--- src/design/pdcr_pkg.sv ---
package pdcr_pkg;

  localparam int unsigned DataW     = 32;                // Q16.16 word
  localparam int unsigned QFrac     = 16;                // fraction bits
  localparam int unsigned MagW      = 32;                // multiplier operand magnitude
  localparam int unsigned MulDigitW = 4;                 // bits of b per cycle
  localparam int unsigned MulDigits = MagW / MulDigitW;  // digit steps per product
  localparam int unsigned DigCntW   = $clog2(MulDigits);
  localparam int unsigned ProdQW    = 2 * MagW + 1 - QFrac;  // signed scaled product
  localparam int unsigned CfgIdxW   = 3;

  typedef enum logic [CfgIdxW-1:0] {
    CFG_DESIRED_CURRENT = 3'd0,
    CFG_PROP_GAIN       = 3'd1,
    CFG_DERIV_GAIN      = 3'd2,
    CFG_INV_TIME_STEP   = 3'd3,
    CFG_VOLT_LOW        = 3'd4,
    CFG_VOLT_HIGH       = 3'd5
  } cfg_idx_e;

  typedef struct packed {
    logic            start;
    logic [MagW-1:0] a;
    logic [MagW-1:0] b;
    logic            neg;
  } mul_req_t;

  typedef struct packed {
    logic                     done;
    logic signed [ProdQW-1:0] q;
  } mul_rsp_t;

endpackage

--- src/design/pd_charge_current_voltage_regulator.sv ---
// One item at a time: input is taken only while idle, and the four products
// run one after another through a single 4-bit-per-cycle multiplier.
// A finished result waits in the output register while the next item is taken.
// Reset (async, active low): held voltage, previous error and output valid clear,
// inverse time step resets to 1.0, other config to zero; item data is not reset.
module pd_charge_current_voltage_regulator (
  input  logic                           clk_i,
  input  logic                           rst_ni,
  // [31:0] node_potential_high, [63:32] node_potential_low,
  // [95:64] battery_conductance, [127:96] battery_source_current
  input  logic [4*pdcr_pkg::DataW-1:0]   s_axis_tdata_i,
  input  logic                           s_axis_tvalid_i,
  output logic                           s_axis_tready_o,
  // [31:0] regulated_voltage
  output logic [pdcr_pkg::DataW-1:0]     m_axis_tdata_o,
  output logic                           m_axis_tvalid_o,
  input  logic                           m_axis_tready_i,
  input  logic                           cfg_we_i,
  input  logic [pdcr_pkg::CfgIdxW-1:0]   cfg_index_i,
  input  logic [pdcr_pkg::DataW-1:0]     cfg_data_i
);
  import pdcr_pkg::*;

  localparam int unsigned AccW = DataW + 19;  // holds held voltage plus two products

  typedef enum logic [3:0] {
    S_IDLE, S_A_GO, S_A_WAIT, S_ERR, S_B_GO, S_B_WAIT,
    S_C_GO, S_C_WAIT, S_D_GO, S_D_WAIT, S_CLAMP
  } state_e;

  // saturate to signed 32 bits: upper bits must all match the sign
  function automatic logic signed [DataW-1:0] sat32(input logic signed [AccW-1:0] v);
    logic signed [DataW-1:0] r;
    if (!v[AccW-1] && (|v[AccW-2:DataW-1])) begin
      r = {1'b0, {(DataW-1){1'b1}}};
    end else if (v[AccW-1] && !(&v[AccW-2:DataW-1])) begin
      r = {1'b1, {(DataW-1){1'b0}}};
    end else begin
      r = v[DataW-1:0];
    end
    return r;
  endfunction

  // magnitude of a 33-bit value known to lie strictly within +-2^32
  function automatic logic [MagW-1:0] mag33(input logic signed [DataW:0] x);
    logic signed [DataW:0] n;
    n = -x;
    return x[DataW] ? n[MagW-1:0] : x[MagW-1:0];
  endfunction

  // configuration registers
  logic signed [DataW-1:0] desired_q, vlow_q, vhigh_q;
  logic        [DataW-1:0] kp_q, kd_q, its_q;

  // sequencer and state
  state_e                  state_q;
  logic signed [DataW-1:0] prev_err_q, ctrl_q;
  logic                    out_valid_q;

  // item data and intermediate results
  logic signed [DataW-1:0] vh_q, vl_q, cond_q, src_q;
  logic signed [DataW-1:0] cur_q, err_q, deriv_q, out_data_q;
  logic signed [AccW-1:0]  acc_q;

  logic signed [DataW:0]    diff, ediff;
  logic signed [ProdQW-1:0] mul_prod;
  logic signed [AccW-1:0]   cur_sum, err_sum, acc_first, acc_second;
  logic signed [DataW-1:0]  v_sat, v_clamp;
  logic                     in_xfer, out_free;
  mul_req_t                 mul_req;
  mul_rsp_t                 mul_rsp;

  assign in_xfer  = s_axis_tvalid_i && s_axis_tready_o;
  assign out_free = !out_valid_q || m_axis_tready_i;

  // ---------------------------------------------------------------------
  // Configuration writes; unknown indexes fall through untouched.
  // ---------------------------------------------------------------------
  always_ff @(posedge clk_i or negedge rst_ni) begin
    if (!rst_ni) begin
      desired_q <= '0;
      kp_q      <= '0;
      kd_q      <= '0;
      its_q     <= DataW'(1) << QFrac;
      vlow_q    <= '0;
      vhigh_q   <= '0;
    end else if (cfg_we_i) begin
      case (cfg_index_i)
        CFG_DESIRED_CURRENT: desired_q <= cfg_data_i;
        CFG_PROP_GAIN:       kp_q      <= cfg_data_i;
        CFG_DERIV_GAIN:      kd_q      <= cfg_data_i;
        CFG_INV_TIME_STEP:   its_q     <= cfg_data_i;
        CFG_VOLT_LOW:        vlow_q    <= cfg_data_i;
        CFG_VOLT_HIGH:       vhigh_q   <= cfg_data_i;
        default: ;
      endcase
    end
  end

  // ---------------------------------------------------------------------
  // Operand selection for the shared multiplier. Products in order:
  //   A: (high - low) * conductance  -> battery current
  //   B: (error - previous) * 1/dt   -> derivative
  //   C: Kp * error
  //   D: Kd * derivative
  // ---------------------------------------------------------------------
  assign diff  = (DataW+1)'(vh_q) - (DataW+1)'(vl_q);
  assign ediff = (DataW+1)'(err_q) - (DataW+1)'(prev_err_q);

  always_comb begin
    mul_req = '0;
    case (state_q)
      S_A_GO: begin
        mul_req.start = 1'b1;
        mul_req.a     = mag33(diff);
        mul_req.b     = mag33((DataW+1)'(cond_q));
        mul_req.neg   = diff[DataW] ^ cond_q[DataW-1];
      end
      S_B_GO: begin
        mul_req.start = 1'b1;
        mul_req.a     = mag33(ediff);
        mul_req.b     = its_q;
        mul_req.neg   = ediff[DataW];
      end
      S_C_GO: begin
        mul_req.start = 1'b1;
        mul_req.a     = kp_q;
        mul_req.b     = mag33((DataW+1)'(err_q));
        mul_req.neg   = err_q[DataW-1];
      end
      S_D_GO: begin
        mul_req.start = 1'b1;
        mul_req.a     = kd_q;
        mul_req.b     = mag33((DataW+1)'(deriv_q));
        mul_req.neg   = deriv_q[DataW-1];
      end
      default: mul_req = '0;
    endcase
  end

  pdcr_ser_mul u_mul (
    .clk_i  (clk_i),
    .rst_ni (rst_ni),
    .req_i  (mul_req),
    .rsp_o  (mul_rsp)
  );

  assign mul_prod = mul_rsp.q;

  // sums; current and error saturate where they land, the control sum at the clamp
  assign cur_sum    = AccW'(mul_prod) + AccW'(src_q);
  assign err_sum    = AccW'(desired_q) - AccW'(cur_q);
  assign acc_first  = AccW'(ctrl_q) + AccW'(mul_prod);
  assign acc_second = acc_q + AccW'(mul_prod);
  assign v_sat      = sat32(acc_q);

  // high limit wins, so inverted limits give high above it and low below
  always_comb begin
    if (v_sat > vhigh_q) begin
      v_clamp = vhigh_q;
    end else if (v_sat < vlow_q) begin
      v_clamp = vlow_q;
    end else begin
      v_clamp = v_sat;
    end
  end

  // ---------------------------------------------------------------------
  // Sequencer, state held across items and output valid.
  // ---------------------------------------------------------------------
  always_ff @(posedge clk_i or negedge rst_ni) begin
    if (!rst_ni) begin
      state_q     <= S_IDLE;
      prev_err_q  <= '0;
      ctrl_q      <= '0;
      out_valid_q <= 1'b0;
    end else begin
      // in S_CLAMP the reload below owns the valid flag
      if (out_valid_q && m_axis_tready_i && (state_q != S_CLAMP)) begin
        out_valid_q <= 1'b0;
      end
      case (state_q)
        S_IDLE:   if (in_xfer) state_q <= S_A_GO;
        S_A_GO:   state_q <= S_A_WAIT;
        S_A_WAIT: if (mul_rsp.done) state_q <= S_ERR;
        S_ERR:    state_q <= S_B_GO;
        S_B_GO: begin
          prev_err_q <= err_q;
          state_q    <= S_B_WAIT;
        end
        S_B_WAIT: if (mul_rsp.done) state_q <= S_C_GO;
        S_C_GO:   state_q <= S_C_WAIT;
        S_C_WAIT: if (mul_rsp.done) state_q <= S_D_GO;
        S_D_GO:   state_q <= S_D_WAIT;
        S_D_WAIT: if (mul_rsp.done) state_q <= S_CLAMP;
        S_CLAMP: begin
          // wait for the output register to free up
          if (out_free) begin
            ctrl_q      <= v_clamp;
            out_valid_q <= 1'b1;
            state_q     <= S_IDLE;
          end
        end
        default: state_q <= S_IDLE;
      endcase
    end
  end

  // item data path
  always_ff @(posedge clk_i) begin
    case (state_q)
      S_IDLE: begin
        if (in_xfer) begin
          vh_q   <= s_axis_tdata_i[DataW-1:0];
          vl_q   <= s_axis_tdata_i[2*DataW-1:DataW];
          cond_q <= s_axis_tdata_i[3*DataW-1:2*DataW];
          src_q  <= s_axis_tdata_i[4*DataW-1:3*DataW];
        end
      end
      S_A_WAIT: if (mul_rsp.done) cur_q <= sat32(cur_sum);
      S_ERR:    err_q <= sat32(err_sum);
      S_B_WAIT: if (mul_rsp.done) deriv_q <= sat32(AccW'(mul_prod));
      S_C_WAIT: if (mul_rsp.done) acc_q <= acc_first;
      S_D_WAIT: if (mul_rsp.done) acc_q <= acc_second;
      S_CLAMP:  if (out_free) out_data_q <= v_clamp;
      default: ;
    endcase
  end

  assign s_axis_tready_o = (state_q == S_IDLE);
  assign m_axis_tvalid_o = out_valid_q;
  assign m_axis_tdata_o  = out_data_q;

endmodule

--- src/design/pdcr_ser_mul.sv ---
// Digit-serial magnitude multiplier, floor(+-a*b / 2^16).
module pdcr_ser_mul (
  input  logic               clk_i,
  input  logic               rst_ni,
  input  pdcr_pkg::mul_req_t req_i,
  output pdcr_pkg::mul_rsp_t rsp_o
);
  import pdcr_pkg::*;

  typedef enum logic [1:0] {M_IDLE, M_RUN, M_FIX} mstate_e;

  mstate_e                  state_q, state_d;
  logic                     done_q, done_d;
  logic [DigCntW-1:0]       cnt_q, cnt_d;
  logic [MagW-1:0]          a_q, a_d, b_q, b_d, hi_q, hi_d, lo_q, lo_d;
  logic                     neg_q, neg_d;
  logic signed [ProdQW-1:0] q_q, q_d;
  logic [MagW+MulDigitW-1:0] step_sum;
  logic [2*MagW:0]          prod_s;

  // one partial product per cycle, low bits retire into lo
  assign step_sum = {{MulDigitW{1'b0}}, hi_q}
                  + (MagW+MulDigitW)'(a_q) * (MagW+MulDigitW)'(b_q[MulDigitW-1:0]);
  // negate before the shift: arithmetic shift gives floor
  assign prod_s   = neg_q ? -{1'b0, hi_q, lo_q} : {1'b0, hi_q, lo_q};

  always_comb begin
    state_d = state_q;
    done_d  = 1'b0;
    cnt_d   = cnt_q;
    a_d     = a_q;
    b_d     = b_q;
    hi_d    = hi_q;
    lo_d    = lo_q;
    neg_d   = neg_q;
    q_d     = q_q;
    case (state_q)
      M_IDLE: begin
        if (req_i.start) begin
          a_d     = req_i.a;
          b_d     = req_i.b;
          neg_d   = req_i.neg;
          hi_d    = '0;
          lo_d    = '0;
          cnt_d   = '0;
          state_d = M_RUN;
        end
      end
      M_RUN: begin
        hi_d  = step_sum[MagW+MulDigitW-1:MulDigitW];
        lo_d  = {step_sum[MulDigitW-1:0], lo_q[MagW-1:MulDigitW]};
        b_d   = b_q >> MulDigitW;
        cnt_d = cnt_q + 1'b1;
        if (cnt_q == DigCntW'(MulDigits - 1)) begin
          state_d = M_FIX;
        end
      end
      M_FIX: begin
        q_d     = prod_s[2*MagW:QFrac];
        done_d  = 1'b1;
        state_d = M_IDLE;
      end
      default: state_d = M_IDLE;
    endcase
  end

  always_ff @(posedge clk_i or negedge rst_ni) begin
    if (!rst_ni) begin
      state_q <= M_IDLE;
      done_q  <= 1'b0;
    end else begin
      state_q <= state_d;
      done_q  <= done_d;
    end
  end

  always_ff @(posedge clk_i) begin
    cnt_q <= cnt_d;
    a_q   <= a_d;
    b_q   <= b_d;
    hi_q  <= hi_d;
    lo_q  <= lo_d;
    neg_q <= neg_d;
    q_q   <= q_d;
  end

  assign rsp_o.done = done_q;
  assign rsp_o.q    = q_q;

endmodule

--- config.mk ---
export PLATFORM = sky130hd
export DESIGN_NAME = pd_charge_current_voltage_regulator
export DESIGN_NICKNAME = d
export VERILOG_FILES = /design/src/design/pdcr_pkg.sv /design/src/design/pd_charge_current_voltage_regulator.sv /design/src/design/pdcr_ser_mul.sv
export SDC_FILE = /design/constraint.sdc
export NUM_CORES = 2
export LEC_CHECK = 0
export BUFFER_PORTS_ARGS = -buffer_cell sky130_fd_sc_hd__buf_2
export CAP_MARGIN = 20
export CORE_UTILIZATION = 45
export CTS_CLUSTER_SIZE = 16
export DETAILED_ROUTE_END_ITERATION = 7
export MAX_ROUTING_LAYER = met4
export PLACE_DENSITY = 0.75
export SETUP_SLACK_MARGIN = 0.2
export SLEW_MARGIN = 25
export SYNTH_ARGS = -nofsm -noshare
export SYNTH_HDL_FRONTEND = slang
export SYNTH_SLANG_ARGS = --single-unit
--- constraint.sdc ---
create_clock -name clk_i -period 5.4 [get_ports clk_i]
set_input_delay 0.54 -clock clk_i [delete_from_list [all_inputs] [get_ports clk_i]]
set_output_delay 0.54 -clock clk_i [all_outputs]
set_load 0.01 [all_outputs]
; ---- Word level (Yosys, flattened, before mapping)
; Cells that the tools add are included.
; Widths: inputs -> output; s select.
[word_totals]
wordCells = 161
regBits = 752
output_inout_bits = 34
[classes]
n_mul = 1
n_reduce_logical = 49
n_addsub = 14
eq_ne = 27
mux = 38
order_cmp = 2
n_bitwise = 1
[ops]
columns = cell, count
row1 = $mux 32, 14
row2 = $pmux 66 s4, 1
row3 = $pmux 32 s2, 3
row4 = $neg 32->32, 5
row5 = $mux 51, 2
row6 = $pmux 51 s2, 1
row7 = $sub 32x32->33, 3
row8 = $neg 64->65, 1
row9 = $mux 64, 1
row10 = $reduce_and 19->1, 3
row11 = $reduce_or 19->1, 3
row12 = $add 51x49->51, 1
row13 = $add 32x49->50, 1
row14 = $add 49x32->50, 1
row15 = $pmux 4 s11, 1
row16 = $add 32x36->36, 1
row17 = $mul 32x4->36, 1
row18 = $gt 32x32->1, 1
row19 = $lt 32x32->1, 1
row20 = $reduce_and 2->1, 13
row21 = $mux 4, 6
row22 = $reduce_and 18->1, 1
row23 = $reduce_or 18->1, 1
row24 = $eq 4x3->1 const B, 4
row25 = 27 further kinds, 62

; ---- Depth between registers and ports, before layout
[depth]
word_depth = 8
ltp_mapped = 20

; ---- Hierarchy
; A second synthesis with hierarchy kept.
[unflattened]
hier_cells = 5611
hier_area_um2 = 53517.6
[modules_own_cells]
columns = module, instances, cells_per_inst, area_each_um2
row1 = pd_charge_current_voltage_regulator, 1, 4450, 41078.1
row2 = pdcr_ser_mul, 1, 1161, 12439.4

; ---- Worst setup path after synthesis
; No wires, ideal clock.
[synth_path]
path_type = reg2reg
from = reg state_q[2]
to = reg u_mul.b_q[0], enable pin
synth_period_minus_slack_ps = 5760
path_buffers = 1
arrival_time_ps = 5203
setup_time_ps = 557
setup_slack_ps = -360
stages_incl_launch_ff = 7
cell_sequence = dfrtp_1 clkbuf_1 nor2_1 nand2_1 o21ai_0 nor2_1 nor2_1
[synth_between]
elab_chain_cells = 4
word_cells_on_any_way = 7
[synth_rtl]
columns = element, line_no
row1 = "start, declared", pd_charge_current_voltage_regulator.sv:56  ; state_e state_q;
row2 = "start signal, assigned", pd_charge_current_voltage_regulator.sv:173  ; state_q <= S_IDLE;
row3 = "start signal, assigned", pd_charge_current_voltage_regulator.sv:183  ; S_IDLE: if (in_xfer) state_q <= S_A_GO;
row4 = "start signal, assigned", pd_charge_current_voltage_regulator.sv:184  ; S_A_GO: state_q <= S_A_WAIT;
row5 = "$eq 4x4->1, or another cell as far along", pd_charge_current_voltage_regulator.sv:112  ; case (state_q)
row6 = $pmux 66 s4 *, pd_charge_current_voltage_regulator.sv:112
row7 = $ne 2x2->1 (no source line) *, --
row8 = $reduce_and 2->1 (no source line) *, --
row9 = "end signal, assigned", pdcr_ser_mul.sv:80  ; b_q <= b_d;
row10 = "end, declared", pdcr_ser_mul.sv:15  ; logic [MagW-1:0] a_q, a_d, b_q, b_d, hi_q, hi_d, lo_q, lo_d;
; Every way passes the cells marked *; elsewhere a longest branch is shown, timed or not.
; A chain may end at the register's enable or synchronous reset.

; ---- Worst setup path in the final report
[layout_path]
from = reg u_mul.b_q[3]
to = reg u_mul.hi_q[29] (data pin)
[layout_between]
elab_chain_cells = 3
[layout_rtl]
columns = element, line_no
row1 = $mul 32x4->36, pdcr_ser_mul.sv:23  ; + (MagW+MulDigitW)'(a_q) * (MagW+MulDigitW)'(b_q[MulDigitW-1:0]);
row2 = $add 32x36->36, pdcr_ser_mul.sv:23
row3 = $pmux 32 s2, pdcr_ser_mul.sv:37  ; case (state_q)
row4 = "end signal, assigned", pdcr_ser_mul.sv:81  ; hi_q <= hi_d;
row5 = "end, declared", pdcr_ser_mul.sv:15
; No other way between the ends.

==> results.ini <==
[outcome]
status=finished, violations left
violations=design-rule violations

[floorplan]
die_area_um2=118000
fp.dieW_um=344
core_area_um2=116000
rows=125
die_h_um=344
initial_core_util_pct=45.4
pin_count=202

[sta]
hold_viol_final=0
setup_violations=0
worst_slew_pin_slew_ps=1050
slew_headroom_pct=29.8
setup_ws_ps=339
worst_clock_skew_ps=30.9
rsz0062_at_grt=yes
period_needed_ps=5060
max_freq_mhz=198
post-route-period-util_pct=93.7
fin_tns_setup_ps=0
maxSlewViolCount=0

[clock_network]
cts_buffer_depth=3
worstSkewPairLatency_ps=690
clock_sinks=752
cts_root_buffer=clkbuf_16
path_clk_slew_ps=60
cts_tree=yes
htreeDepth=3
tritoncts.num_buffers=83

[power_and_ir_drop]
switchingPower_w=0.0159
power.share.clock_pct=15.8
p_seq_share_pct=25.9
netSwitchingFraction_pct=43.7
power.share.combinational_pct=58.3
p_leak_nw=24.7
ir_drop_mv=0.610
power_density_nw_per_um2=616
p_int_w=0.0205

[setup_path]
critical_path.endpoint=u_mul.hi_q[29]
r2r-end=u_mul.hi_q[29]
slowest_stage=fa_1
worst_setup_path_start_kind=flip-flop
setup.worst_path.end_class=flip-flop
crit_fanout=8
path_cells=buf_4 > and2_1 > fa_1 > fa_1 > inv_1 > fa_1 > inv_1 > ha_1 > inv_1 > nor3_2 > a21boi_1 > a31oi_1 > a21bo_2 > a211o_1 > a21oi_2 > o21ai_2 > a21oi_2 > o21a_1 > o21ai_0 > nor3b_1
crit_type=flip-flop to flip-flop
r2r-start=u_mul.b_q[3]
rrSetupSlack_ps=340
reg2regPathDepth=20
max_stage_delay_ps=540
cp.arrival_ps=5460
cp-startpoint=u_mul.b_q[3]
crit_required_ps=5800

[global_route]
grt_pass1_wl_mm=236
grt_pass1_vias=40100
grt-ovfl-total=0
track_usage_pct=26.7
antenna_found_initial=20
grt_max_degree=119

[synth]
synth.largest_area_cell=edfxtp_1
synthFlopType=edfxtp_1
ys_types=82
yosys_warnings=0
ys_seq_area_share_pct=40.4
yosysTopAreaCellShare_pct=27.8
async_flop_share_pct=35.1
synth.avg_cell_area_um2=10.0
synth_seq_cells=752
synth_nets=5881
synth_edf_count=488
synth_area_leaders=edfxtp_1 (28%), dfrtp_1 (13%), ha_1 (8.5%)
synth_area_um2=52700
syn_inst=5258

[drt]
dr.first_iter.drc_count=4679
routed_wl_mm=156
detail_route.wl_per_cell_um=22.0
drc_errors=2
first_pass_iters=8
viasPerCell=5.96
antenna_left=0
vias=42200

[final_layout]
most-common-layout-cells=edfxtp_1 (488), inv_1 (395), ha_1 (353)
fin_util_pct=50.8
largest-register=acc_q
area_growth_pct=12.1
reg.largest.list=acc_q (51), u_mul.q_q (49)
final_cell_area_um2=59000
fillers=10400
largest_reg_flops=51
layout_commonest_cell=edfxtp_1
drive_gt1_share_pct=13.3
finish.net_count=6099

[place]
place_area_um2=55900
globalplace.congestion=0.987
port_buffers=201
pre_cts_slack_ps=-62.6
hpwl_mm=119

[hold_path]
hp-start=s_axis_tdata_i[107]
hold_path.class=primary input to flip-flop

[run]
cap_viol_max_count=0

Yosys cell counts (21+ instances only):
cell type  number
edfxtp_1      488
inv_1         395
ha_1          358
nor2_1        355
nand2_1       326
o21ai_0       323
a21oi_1       321
xnor2_1       294
dfrtp_1       263
mux2_2        193
a21o_1        192
clkbuf_1      173
and2_1        169
xor2_1        123
fa_1           97
mux2i_1        75
nand3_1        75
nand4_1        73
nor3_1         68
a31oi_1        67
o31ai_1        55
nand2b_1       48
o21bai_1       47
nor2b_1        45
nor4_1         43
o21a_1         41
or3_1          41
a222oi_1       39
a22oi_1        38
and3_1         35
maj3_1         31
or4_1          31
a211oi_1       26
o41ai_1        25
o211ai_1       21
repair_timing:
item / 4_1_cts / 5_1_grt
hold buffers: 1 / 0
hold endpoints to repair: 84 / 0
setup buffers: 6 / 13
gates cloned: 0 / 1
gates resized for setup: 2 / 38
pin swaps: 1 / 11
setup endpoints to repair: 6 / 25
cells by family (layout without fill, tap and decap cells):
family / count (synthesis) / after routing / share of synthesized area (%)
other cells: 0 / 6 / 0
simple gates: 1378 / 1378 / 13.2
compound gates: 1369 / 1369 / 17.0
mux: 268 / 268 / 5.55
flops: 752 / 752 / 40.4
fa+ha+maj: 486 / 486 / 12.8
xor+xnor: 417 / 417 / 6.94
buf+inv: 588 / 875 / 4.19
per-layer routing:
layer | track usage (%) | vias to the layer above | wire length (µm)
met5 | - | - | 0
met2 | 40.3 | 1848 | 68900
met4 | 10.0 | 0 | 6500
met3 | 3.74 | 289 | 13600
met1 | 36.3 | 20400 | 66600
li1 | - | 19600 | -
worst max-delay path: cells and delay by family (launching register included):
kind                       cells  cell delay [ps]
buffers and inverters          4              380
DFF                            1              400
AOI/OAI and AO/OA              9             1550
adders and majority gates      4             1890
and+or+nand+nor                3              540
power by group through the flow:
stage / Clock, W / Combinational [W] / Sequential [W]
5_1_grt: 0.00603 / 0.0233 / 0.00955
3_3_place_gp: 0 / 0.0193 / 0.00949
3_5_place_dp: 0 / 0.0198 / 0.00953
2_1_floorplan: 0 / 0.0150 / 0.00911
6_report: 0.00574 / 0.0212 / 0.00943
4_1_cts: 0.00582 / 0.0201 / 0.00939
per-stage QoR:
step                      total power, W  hold WS, ps  cells
after floorplan                   0.0241          244   5258
after global placement            0.0288          476   6894
after detailed placement          0.0293          493   6894
after CTS                         0.0353        0.950   7055
after global routing              0.0389         12.3   7073
final                             0.0363         34.7   7075
area by class of cell:
cell class	instances	area [µm²]	area share, %
antenna	6	15.0	0.0254
sequential	752	21300	36.0
tap	1524	1910	3.23
clock buffer	112	2320	3.93
multi-input combinational	3918	29500	50.0
inverter	396	1490	2.52
clock inverter	42	414	0.702
timing repair buffer	325	2070	3.50
how the worst min path moves through the flow:
stage | to | slack [ps] | cells past startpoint
finish | src_q[11] | 30 | 1
global route | src_q[11] | 10 | 1
CTS | src_q[5] | 1 | 1
detailed placement | its_q[31] | 490 | 1
global placement | prev_err_q[0] | 480 | 2
floorplan | ctrl_q[0] | 240 | 0
Power figures use the tool's default switching activity.
